<file path="src/hw/rtl/pdsp_pkg.sv">
// shared types and constants for the phase delay stereo panner
`default_nettype none

package pdsp_pkg;

    localparam int unsigned SAMPLE_W     = 16;
    localparam int unsigned PAN_W        = 9;
    localparam int unsigned RATE_W       = 18;
    localparam int unsigned CFG_ADDR_W   = 1;
    localparam int unsigned CFG_DATA_W   = 18;
    localparam int unsigned PAN_SQ_W     = 2 * PAN_W - 1;
    localparam int unsigned PAN_SQ_SHIFT = 14;
    localparam int unsigned USEC_PER_SEC = 1000000;
    localparam int unsigned TAP_GROUP    = 8;
    localparam int unsigned OUT_FIFO_DEPTH = 8;
    localparam int unsigned OUT_PTR_W    = $clog2(OUT_FIFO_DEPTH);
    localparam int unsigned OUT_CNT_W    = $clog2(OUT_FIFO_DEPTH + 1);

    localparam logic [RATE_W-1:0] RATE_RESET = 18'd44100;
    localparam logic [PAN_W-1:0]  PAN_RESET  = 9'd0;

    // register indexes on the config port
    localparam logic [CFG_ADDR_W-1:0] REG_PAN  = 1'b0;
    localparam logic [CFG_ADDR_W-1:0] REG_RATE = 1'b1;

    // input beat kinds carried in tuser
    localparam logic ACT_PUSH  = 1'b0;
    localparam logic ACT_FLUSH = 1'b1;

    typedef logic signed [SAMPLE_W-1:0] sample_t;

    typedef struct packed {
        logic push;
        logic flush;
    } cell_ctrl_t;

endpackage

`default_nettype wire

</file>
<file path="src/hw/rtl/pdsp_cell.sv">
// one history cell: holds a sample, shifts it on, clears it on flush, gates it onto the tap buses
`default_nettype none

module pdsp_cell #(
    parameter int unsigned TAP_INDEX = 1,
    parameter int unsigned DLY_W     = 7
) (
    input  wire                       aclk,
    input  wire                       aresetn,
    input  wire pdsp_pkg::cell_ctrl_t ctrl,
    input  wire  [DLY_W-1:0]          dly_l,
    input  wire  [DLY_W-1:0]          dly_r,
    input  wire pdsp_pkg::sample_t    sample_in,
    output pdsp_pkg::sample_t         sample_out,
    output pdsp_pkg::sample_t         tap_l,
    output pdsp_pkg::sample_t         tap_r
);
    import pdsp_pkg::*;

    localparam logic [DLY_W-1:0] MY_DLY = DLY_W'(TAP_INDEX);

    sample_t sample_reg;
    sample_t sample_next;

    always_comb begin
        sample_next = sample_reg;
        if (ctrl.flush) begin
            sample_next = '0;
        end else if (ctrl.push) begin
            sample_next = sample_in;
        end
    end

    always_ff @(posedge aclk) begin
        if (!aresetn) begin
            sample_reg <= '0;
        end else begin
            sample_reg <= sample_next;
        end
    end

    assign sample_out = sample_reg;
    assign tap_l = (dly_l == MY_DLY) ? sample_reg : '0;
    assign tap_r = (dly_r == MY_DLY) ? sample_reg : '0;

endmodule

`default_nettype wire

</file>
<file path="src/hw/rtl/pdsp_delay_calc.sv">
// pipelined delay computation from pan position and mixing rate
`default_nettype none

module pdsp_delay_calc #(
    parameter int unsigned SHIFT_USEC = 333,
    parameter int unsigned HIST_DEPTH = 64,
    parameter int unsigned DLY_W      = 7
) (
    input  wire                              aclk,
    input  wire  [pdsp_pkg::PAN_W-1:0]       pan,
    input  wire  [pdsp_pkg::RATE_W-1:0]      rate,
    output logic [DLY_W-1:0]                 dly_l,
    output logic [DLY_W-1:0]                 dly_r
);
    import pdsp_pkg::*;

    localparam int unsigned XW       = RATE_W + $clog2(SHIFT_USEC + 1);
    localparam int unsigned RSHIFT   = XW + 20;
    localparam int unsigned MW       = RSHIFT - 19;
    localparam logic [63:0] RECIP_FULL =
        ((64'd1 << RSHIFT) + 64'(USEC_PER_SEC) - 64'd1) / 64'(USEC_PER_SEC);
    localparam logic [MW-1:0] RECIP  = MW'(RECIP_FULL);
    localparam longint unsigned QMAX =
        (longint'((1 << RATE_W) - 1) * longint'(SHIFT_USEC)) / longint'(USEC_PER_SEC);
    localparam int unsigned QW       = (QMAX > 0) ? $clog2(QMAX + 1) : 1;
    localparam int unsigned PW       = PAN_SQ_W + QW;
    localparam int unsigned PRW      = XW + MW;

    logic [PAN_W-1:0]    mag;
    logic [XW-1:0]       rate_x_reg;
    logic [PAN_SQ_W-1:0] sq1_reg;
    logic [PAN_SQ_W-1:0] sq2_reg;
    logic [2:0]          neg_reg;
    logic [PRW-1:0]      recip_prod;
    logic [QW-1:0]       max_shift_reg;
    logic [PW-1:0]       prod_reg;
    logic [PW-1:0]       dly_full;
    logic [DLY_W-1:0]    dly_sat;

    // magnitude of a negative pan is its two's complement
    assign mag = pan[PAN_W-1] ? ((~pan) + PAN_W'(1)) : pan;

    always_ff @(posedge aclk) begin
        rate_x_reg <= XW'(rate) * XW'(SHIFT_USEC);
        sq1_reg    <= PAN_SQ_W'(mag * mag);
        neg_reg[0] <= pan[PAN_W-1];
    end

    // floor divide by one million through a reciprocal wide enough to be exact
    assign recip_prod = PRW'(rate_x_reg) * PRW'(RECIP);

    always_ff @(posedge aclk) begin
        max_shift_reg <= QW'(recip_prod >> RSHIFT);
        sq2_reg       <= sq1_reg;
        neg_reg[1]    <= neg_reg[0];
    end

    always_ff @(posedge aclk) begin
        prod_reg   <= PW'(sq2_reg) * PW'(max_shift_reg);
        neg_reg[2] <= neg_reg[1];
    end

    assign dly_full = prod_reg >> PAN_SQ_SHIFT;
    assign dly_sat  = (dly_full > PW'(HIST_DEPTH)) ? DLY_W'(HIST_DEPTH) : DLY_W'(dly_full);

    always_ff @(posedge aclk) begin
        dly_l <= neg_reg[2] ? '0 : dly_sat;
        dly_r <= neg_reg[2] ? dly_sat : '0;
    end

endmodule

`default_nettype wire

</file>
<file path="src/hw/rtl/pdsp_out_fifo.sv">
// small show-ahead result queue in front of the master port
`default_nettype none

module pdsp_out_fifo #(
    parameter int unsigned DATA_W = 32
) (
    input  wire               aclk,
    input  wire               aresetn,
    input  wire               push,
    input  wire  [DATA_W-1:0] push_data,
    output logic              m_tvalid,
    input  wire               m_tready,
    output logic [DATA_W-1:0] m_tdata
);
    import pdsp_pkg::*;

    logic [DATA_W-1:0]    store_reg [OUT_FIFO_DEPTH];
    logic [OUT_PTR_W-1:0] wr_ptr_reg;
    logic [OUT_PTR_W-1:0] rd_ptr_reg;
    logic [OUT_CNT_W-1:0] count_reg;
    logic [OUT_CNT_W-1:0] count_next;
    logic                 pop;

    assign pop      = m_tvalid & m_tready;
    assign m_tvalid = (count_reg != '0);
    assign m_tdata  = store_reg[rd_ptr_reg];

    always_comb begin
        count_next = count_reg;
        if (push && !pop) begin
            count_next = count_reg + OUT_CNT_W'(1);
        end else if (pop && !push) begin
            count_next = count_reg - OUT_CNT_W'(1);
        end
    end

    always_ff @(posedge aclk) begin
        if (push) begin
            store_reg[wr_ptr_reg] <= push_data;
        end
    end

    always_ff @(posedge aclk) begin
        if (!aresetn) begin
            wr_ptr_reg <= '0;
            rd_ptr_reg <= '0;
            count_reg  <= '0;
        end else begin
            if (push) begin
                wr_ptr_reg <= wr_ptr_reg + OUT_PTR_W'(1);
            end
            if (pop) begin
                rd_ptr_reg <= rd_ptr_reg + OUT_PTR_W'(1);
            end
            count_reg <= count_next;
        end
    end

    a_no_overflow: assert property (@(posedge aclk) disable iff (!aresetn)
        push |-> (count_reg != OUT_CNT_W'(OUT_FIFO_DEPTH)))
        else $error("result queue overflow");

    a_count_tracks: assert property (@(posedge aclk) disable iff (!aresetn)
        (push && !pop) |=> (count_reg == $past(count_reg) + OUT_CNT_W'(1)))
        else $error("result queue count lost a beat");

endmodule

`default_nettype wire

</file>
<file path="src/hw/rtl/phase_delay_stereo_panner.sv">
// top level: mono to stereo panner with a delayed side built from a chain of history cells
//
//  channel  dir  handshake            payload
//  s_       in   s_tvalid/s_tready    tdata: sample_in[15:0]; tuser: action (1 = flush)
//  m_       out  m_tvalid/m_tready    tdata: left_sample[15:0], right_sample[31:16]
//  cfg_     in   cfg_wen              cfg_addr: 0 pan, 1 rate; cfg_wdata[17:0]
//
// one beat per cycle sustained while s_tready is high; a result shows on m_ once its beat has
// passed the four delay math stages, the cell row tap, then the group merge into the result queue
// aresetn is synchronous; it zeroes the history cells and loads the register defaults
// s_tready follows a credit count against the eight-entry result queue, so a stalled
// m_ side keeps taking beats until eight push beats are in flight or waiting; flush beats give no result
`default_nettype none

module phase_delay_stereo_panner #(
    parameter int unsigned HISTORY_DEPTH = 64,
    parameter int unsigned SHIFT_USEC    = 333
) (
    input  wire                                aclk,
    input  wire                                aresetn,
    // sample_in[15:0]
    input  wire  [15:0]                        s_tdata,
    // action
    input  wire                                s_tuser,
    input  wire                                s_tvalid,
    output logic                               s_tready,
    // left_sample[15:0], right_sample[31:16]
    output logic [31:0]                        m_tdata,
    output logic                               m_tvalid,
    input  wire                                m_tready,
    input  wire                                cfg_wen,
    input  wire  [pdsp_pkg::CFG_ADDR_W-1:0]    cfg_addr,
    input  wire  [pdsp_pkg::CFG_DATA_W-1:0]    cfg_wdata
);
    import pdsp_pkg::*;

    localparam int unsigned DLY_W   = $clog2(HISTORY_DEPTH + 1);
    localparam int unsigned NGROUP  = (HISTORY_DEPTH + TAP_GROUP - 1) / TAP_GROUP;
    localparam int unsigned NTAP    = NGROUP * TAP_GROUP;
    localparam int unsigned NSTG    = 4;

    logic [PAN_W-1:0]   pan_reg;
    logic [RATE_W-1:0]  rate_reg;
    logic [OUT_CNT_W-1:0] credit_reg;
    logic [OUT_CNT_W-1:0] credit_next;

    logic               in_acc;
    logic               out_acc;

    logic               stg_vld_reg    [NSTG];
    logic               stg_flush_reg  [NSTG];
    sample_t            stg_sample_reg [NSTG];

    logic [DLY_W-1:0]   dly_l;
    logic [DLY_W-1:0]   dly_r;
    cell_ctrl_t         cell_ctrl;

    sample_t            chain   [HISTORY_DEPTH + 1];
    sample_t            tap_l   [NTAP];
    sample_t            tap_r   [NTAP];

    sample_t            grp_l_next [NGROUP];
    sample_t            grp_r_next [NGROUP];
    sample_t            grp_l_reg  [NGROUP];
    sample_t            grp_r_reg  [NGROUP];
    logic               res_vld_reg;
    sample_t            res_cur_reg;
    logic               res_zero_l_reg;
    logic               res_zero_r_reg;

    sample_t            merged_l;
    sample_t            merged_r;
    sample_t            out_l;
    sample_t            out_r;

    assign in_acc  = s_tvalid & s_tready;
    assign out_acc = m_tvalid & m_tready;
    assign s_tready = (credit_reg < OUT_CNT_W'(OUT_FIFO_DEPTH));

    // config registers
    always_ff @(posedge aclk) begin
        if (!aresetn) begin
            pan_reg  <= PAN_RESET;
            rate_reg <= RATE_RESET;
        end else if (cfg_wen) begin
            case (cfg_addr)
                REG_PAN: begin
                    pan_reg <= cfg_wdata[PAN_W-1:0];
                end
                REG_RATE: begin
                    rate_reg <= cfg_wdata[RATE_W-1:0];
                end
                default: begin
                end
            endcase
        end
    end

    // one credit per push beat in flight or waiting in the queue
    always_comb begin
        credit_next = credit_reg;
        if ((in_acc && (s_tuser == ACT_PUSH)) && !out_acc) begin
            credit_next = credit_reg + OUT_CNT_W'(1);
        end else if (out_acc && !(in_acc && (s_tuser == ACT_PUSH))) begin
            credit_next = credit_reg - OUT_CNT_W'(1);
        end
    end

    always_ff @(posedge aclk) begin
        if (!aresetn) begin
            credit_reg <= '0;
        end else begin
            credit_reg <= credit_next;
        end
    end

    // item stages that line up with the delay math
    always_ff @(posedge aclk) begin
        if (!aresetn) begin
            for (int i = 0; i < NSTG; i++) begin
                stg_vld_reg[i] <= 1'b0;
            end
        end else begin
            stg_vld_reg[0] <= in_acc;
            for (int i = 1; i < NSTG; i++) begin
                stg_vld_reg[i] <= stg_vld_reg[i-1];
            end
        end
    end

    always_ff @(posedge aclk) begin
        stg_flush_reg[0]  <= s_tuser;
        stg_sample_reg[0] <= sample_t'(s_tdata);
        for (int i = 1; i < NSTG; i++) begin
            stg_flush_reg[i]  <= stg_flush_reg[i-1];
            stg_sample_reg[i] <= stg_sample_reg[i-1];
        end
    end

    pdsp_delay_calc #(
        .SHIFT_USEC (SHIFT_USEC),
        .HIST_DEPTH (HISTORY_DEPTH),
        .DLY_W      (DLY_W)
    ) u_delay_calc (
        .aclk  (aclk),
        .pan   (pan_reg),
        .rate  (rate_reg),
        .dly_l (dly_l),
        .dly_r (dly_r)
    );

    assign cell_ctrl.push  = stg_vld_reg[NSTG-1] & (stg_flush_reg[NSTG-1] == ACT_PUSH);
    assign cell_ctrl.flush = stg_vld_reg[NSTG-1] & (stg_flush_reg[NSTG-1] == ACT_FLUSH);
    assign chain[0] = stg_sample_reg[NSTG-1];

    // cell k holds the sample pushed k+1 beats ago
    for (genvar k = 0; k < HISTORY_DEPTH; k++) begin : g_cell
        pdsp_cell #(
            .TAP_INDEX (k + 1),
            .DLY_W     (DLY_W)
        ) u_cell (
            .aclk       (aclk),
            .aresetn    (aresetn),
            .ctrl       (cell_ctrl),
            .dly_l      (dly_l),
            .dly_r      (dly_r),
            .sample_in  (chain[k]),
            .sample_out (chain[k+1]),
            .tap_l      (tap_l[k]),
            .tap_r      (tap_r[k])
        );
    end

    for (genvar k = HISTORY_DEPTH; k < NTAP; k++) begin : g_pad
        assign tap_l[k] = '0;
        assign tap_r[k] = '0;
    end

    // first level of the tap merge, registered per group of cells
    always_comb begin
        for (int g = 0; g < NGROUP; g++) begin
            grp_l_next[g] = '0;
            grp_r_next[g] = '0;
            for (int j = 0; j < TAP_GROUP; j++) begin
                grp_l_next[g] = grp_l_next[g] | tap_l[g*TAP_GROUP + j];
                grp_r_next[g] = grp_r_next[g] | tap_r[g*TAP_GROUP + j];
            end
        end
    end

    always_ff @(posedge aclk) begin
        grp_l_reg      <= grp_l_next;
        grp_r_reg      <= grp_r_next;
        res_cur_reg    <= stg_sample_reg[NSTG-1];
        res_zero_l_reg <= (dly_l == '0);
        res_zero_r_reg <= (dly_r == '0);
    end

    always_ff @(posedge aclk) begin
        if (!aresetn) begin
            res_vld_reg <= 1'b0;
        end else begin
            res_vld_reg <= cell_ctrl.push;
        end
    end

    always_comb begin
        merged_l = '0;
        merged_r = '0;
        for (int g = 0; g < NGROUP; g++) begin
            merged_l = merged_l | grp_l_reg[g];
            merged_r = merged_r | grp_r_reg[g];
        end
    end

    // zero delay passes the current sample straight through
    assign out_l = res_zero_l_reg ? res_cur_reg : merged_l;
    assign out_r = res_zero_r_reg ? res_cur_reg : merged_r;

    pdsp_out_fifo #(
        .DATA_W (2 * SAMPLE_W)
    ) u_out_fifo (
        .aclk      (aclk),
        .aresetn   (aresetn),
        .push      (res_vld_reg),
        .push_data ({out_r, out_l}),
        .m_tvalid  (m_tvalid),
        .m_tready  (m_tready),
        .m_tdata   (m_tdata)
    );

    a_credit_nonzero: assert property (@(posedge aclk) disable iff (!aresetn)
        out_acc |-> (credit_reg != '0))
        else $error("result beat without a matching credit");

    // the delay pipeline is not reset, so its outputs only count on a push beat
    a_one_side: assert property (@(posedge aclk) disable iff (!aresetn)
        cell_ctrl.push |-> !((dly_l != '0) && (dly_r != '0)))
        else $error("both sides delayed at once");

    a_dly_sat: assert property (@(posedge aclk) disable iff (!aresetn)
        cell_ctrl.push |->
            ((dly_l <= DLY_W'(HISTORY_DEPTH)) && (dly_r <= DLY_W'(HISTORY_DEPTH))))
        else $error("delay beyond history depth");

endmodule

`default_nettype wire

</file>
<file path="config.mk">
export PLATFORM = sky130hd
export DESIGN_NAME = phase_delay_stereo_panner
export DESIGN_NICKNAME = d
export VERILOG_FILES = /design/src/hw/rtl/pdsp_pkg.sv /design/src/hw/rtl/pdsp_cell.sv /design/src/hw/rtl/pdsp_delay_calc.sv /design/src/hw/rtl/pdsp_out_fifo.sv /design/src/hw/rtl/phase_delay_stereo_panner.sv
export SDC_FILE = /design/constraint.sdc
export NUM_CORES = 2
export LEC_CHECK = 0
export BUFFER_PORTS_ARGS = -buffer_cell sky130_fd_sc_hd__buf_4
export CAP_MARGIN = 40
export CORE_MARGIN = 4
export CORE_UTILIZATION = 25
export CTS_CLUSTER_SIZE = 14
export DETAILED_ROUTE_END_ITERATION = 10
export PLACE_DENSITY_LB_ADDON = 0.12
export SLEW_MARGIN = 20
export SYNTH_ARGS = -nofsm -noshare
export SYNTH_HDL_FRONTEND = slang
export SYNTH_SLANG_ARGS = --single-unit
</file>
<file path="constraint.sdc">
create_clock -name aclk -period 5.55 [get_ports aclk]
set_input_delay 0.2775 -clock aclk [delete_from_list [all_inputs] [get_ports aclk]]
set_output_delay 0.2775 -clock aclk [all_outputs]
set_load 0.05 [all_outputs]
</file>
==> results_dict.tcl <==
set metrics [dict create \
    path_clk_slew_ns 0.06 \
    finalNetCount 11183 \
    core_area_sq_um 372000 \
    hp-start "s_tdata[8]" \
    grt_pass1_vias 75997 \
    h-tree-depth 4 \
    synth_ff_type "dfxtp_1" \
    setup_violations 7 \
    dieWidth_microns 620 \
    reg2reg_from "u_delay_calc.rate_x_reg[8]" \
    syn_area_sq_um 93600 \
    r2r_setup_slack_ns -0.63 \
    design_area_sq_um 110000 \
    via_per_inst 4.87 \
    cts_tree "yes" \
    multi_input_area_sq_um 47500 \
    grt_pass1_wl_microns 527000 \
    area.sequential_sq_um 37900 \
    r2r_cells 23 \
    hp-class "input port to flop" \
    drc 0 \
    yosysMostFrequentCell "inv_1" \
    place.port_buffers 74 \
    grt_usage 0.181 \
    dieHeight_microns 620 \
    ys_async_sr_fraction 0 \
    cp.arrival_ns 6.97 \
    dpl.hpwl_microns 226000 \
    rsz0062_at_grt "yes" \
    drtIter0Drc 6614 \
    clkSinkCount 1764 \
    skew_ns 0.0626 \
    synth-seq-area-share 0.405 \
    start_kind "flop" \
    yosys-top-cells-area "dfxtp_1 32%, fa_1 8.4%, edfxtp_1 8.2%" \
    largest_reg_flops 1024 \
    max_stage_delay_ns 0.60 \
    syn-mean-instance-area_sq_um 9.10 \
    gp_congestion 0.842 \
    drtAntennaViolNets 0 \
    syn_inst 10287 \
    maxSlewHeadroom 0.295 \
    postPlaceCellArea_sq_um 102000 \
    worstSetupEndpointType "flop" \
    drive_above_1_share 0.109 \
    synth_top_cell_by_area "dfxtp_1" \
    vias 75458 \
    violations "negative setup slack" \
    fin_crit_sh 1.11 \
    synth_common_cells "1650 x inv_1, 1508 x dfxtp_1, 1232 x nand2_1" \
    dieArea_sq_um 384000 \
    crit_required_ns 6.34 \
    num_rows 224 \
    report.final.hold_viol_count 0 \
    tns_ns -3.81 \
    io_pins 75 \
    yosys_warnings 0 \
    clk_latency_ns 0.91 \
    wire_per_inst_microns 23.1 \
    clock_path_buffers 4 \
    cts_buffers 214 \
    n_fill_cell 38968 \
    post-place-ws_ns -0.867 \
    max-cap-violations 0 \
    area_delta_synth_final_pct 17.7 \
    tightest_slew_ns 1.06 \
    min_path_cells 2 \
    grt-ovfl-total 0 \
    startpoint "u_delay_calc.rate_x_reg[8]" \
    period_needed_ns 6.18 \
    final.setup.worst_slack_ns -0.634 \
    synthDistinctLibCells 74 \
    slew_viol_final 0 \
    cts_root_buf "clkbuf_16" \
    post-route-util 0.296 \
    cp_slowest_cell "fa_2" \
    synth_top_cell_area_share 0.323 \
    synth_seq_cells 1764 \
    hold-path-endpoint "stg_sample_reg[0][8]" \
    crit_path_frequent_cell "inv_1" \
    grt_max_degree 253 \
    wl_microns 358000 \
    crit_path_max_fanout 4 \
    antenna_found_initial 11 \
    start_util 0.251 \
    crit_chain "fa_2 -> inv_1 -> fa_2 -> fa_1 -> inv_1 -> fa_2 -> inv_1 -> fa_1 -> inv_1 -> fa_1 -> inv_1 -> fa_1 -> inv_2 -> ha_4 -> a21oi_1 -> o21ai_1 -> o41a_1 -> buf_6 -> o2111ai_4 -> nand3_2 -> buf_4 -> nand2_1 -> xnor2_1" \
    drt_first_pass_iters 9 \
    clock.fmax_mhz 162 \
    worst_r2r_endpoint "u_delay_calc.max_shift_reg[5]" \
    status "finished with violations" \
    synth-edff-count 256 \
    worstSetupPathType "flop to flop" \
]
-- kinds of logic after synthesis --
family,Yosys count,synth area share
multiplexers,137,0.0241
XOR/XNOR,77,0.00720
flip-flops,1764,0.405
AO/OA/AOI/OAI,2413,0.184
buffers and inverters,2385,0.0958
AND/OR/NAND/NOR,2703,0.145
other,2,0.0000802
adder cells (fa/ha/maj),806,0.139
-- worst max path at each step --
| stage | endpoint | slack, ns | depth (start not counted) |
|---|---|---|---|
| after CTS | u_delay_calc.max_shift_reg[6] | -0.70 | 24 |
| after detailed placement | u_delay_calc.max_shift_reg[5] | -0.87 | 22 |
| after global placement | u_delay_calc.max_shift_reg[5] | -0.92 | 21 |
| final | u_delay_calc.max_shift_reg[5] | -0.63 | 23 |
| after floorplan | u_delay_calc.max_shift_reg[1] | -0.11 | 21 |
| after global routing | u_delay_calc.max_shift_reg[5] | -0.88 | 23 |
-- area by class of cell --
cell class              count  share of cell area
clock buffers             318              0.0588
clock inverters            76             0.00704
diodes                      9            0.000204
flip-flops and latches   1764               0.344
repair buffers            562              0.0465
well taps                4972              0.0564
multi-input cells        6143               0.431
inverters                1651              0.0563
-- per-layer routing --
layer  up-vias  share of wire  GRT usage
li1      35384              -          -
met1     37131           0.44      0.241
met2      2311           0.47      0.300
met3       632          0.048     0.0224
met4         0          0.040     0.0666
met5         -              0   0.000500
-- through the flow --
step / hold WS [ns] / cells
after global routing: 0.0193 / 15491
after floorplan: 0.305 / 10292
after global placement: 0.312 / 14996
after detailed placement: 0.312 / 15015
after CTS: 0.000661 / 15476
final: 0.0648 / 15495
-- what timing repair did --
| item | CTS | global route |
|---|---|---|
| hold endpoints to repair | 147 | 0 |
| pin swaps | 13 | 43 |
| setup buffers | 6 | 8 |
| hold buffers | 61 | 0 |
| gates resized for setup | 18 | 48 |
| setup endpoints to repair | 8 | 11 |
-- worst max-delay path, delay by kind of cell (launching register included) --
kind,cells,cell delay (ns)
AND/OR/NAND/NOR,2,0.22
XOR/XNOR,1,0.11
buffers and inverters,8,0.64
flip-flops,1,0.37
adder cells (fa/ha/maj),8,3.79
AO/OA/AOI/OAI,4,0.97
-- placed cells by master (no fill, tap or decap), types with 25 or more instances in the layout --
master / Yosys / final
a221oi_1: 37 / 36
dlygate4sd3_1: 0 / 61
mux2_2: 65 / 65
inv_1: 1650 / 1634
nor4_1: 67 / 65
nor2_4: 0 / 27
nand2_1: 1232 / 1232
clkbuf_1: 680 / 40
clkinv_2: 0 / 38
a31oi_1: 70 / 69
fa_1: 395 / 384
nand3_1: 107 / 106
nor2_1: 86 / 55
xnor2_1: 54 / 52
edfxtp_1: 256 / 256
and2_1: 1080 / 1080
a22oi_1: 701 / 701
a22o_1: 125 / 125
o22ai_1: 1024 / 1024
dfxtp_1: 1508 / 1486
clkbuf_16: 0 / 222
clkbuf_8: 0 / 56
buf_4: 0 / 435
o21ai_0: 36 / 29
a21boi_0: 26 / 25
a21oi_1: 55 / 50
buf_12: 0 / 48
nand2b_1: 26 / 25
a21o_1: 64 / 64
mux4_2: 64 / 64
a41oi_1: 96 / 96
a222oi_1: 124 / 124
ha_1: 411 / 402
Power is not shown: default switching activity piles up to over one toggle a cycle in this logic, so the estimate is an artifact.
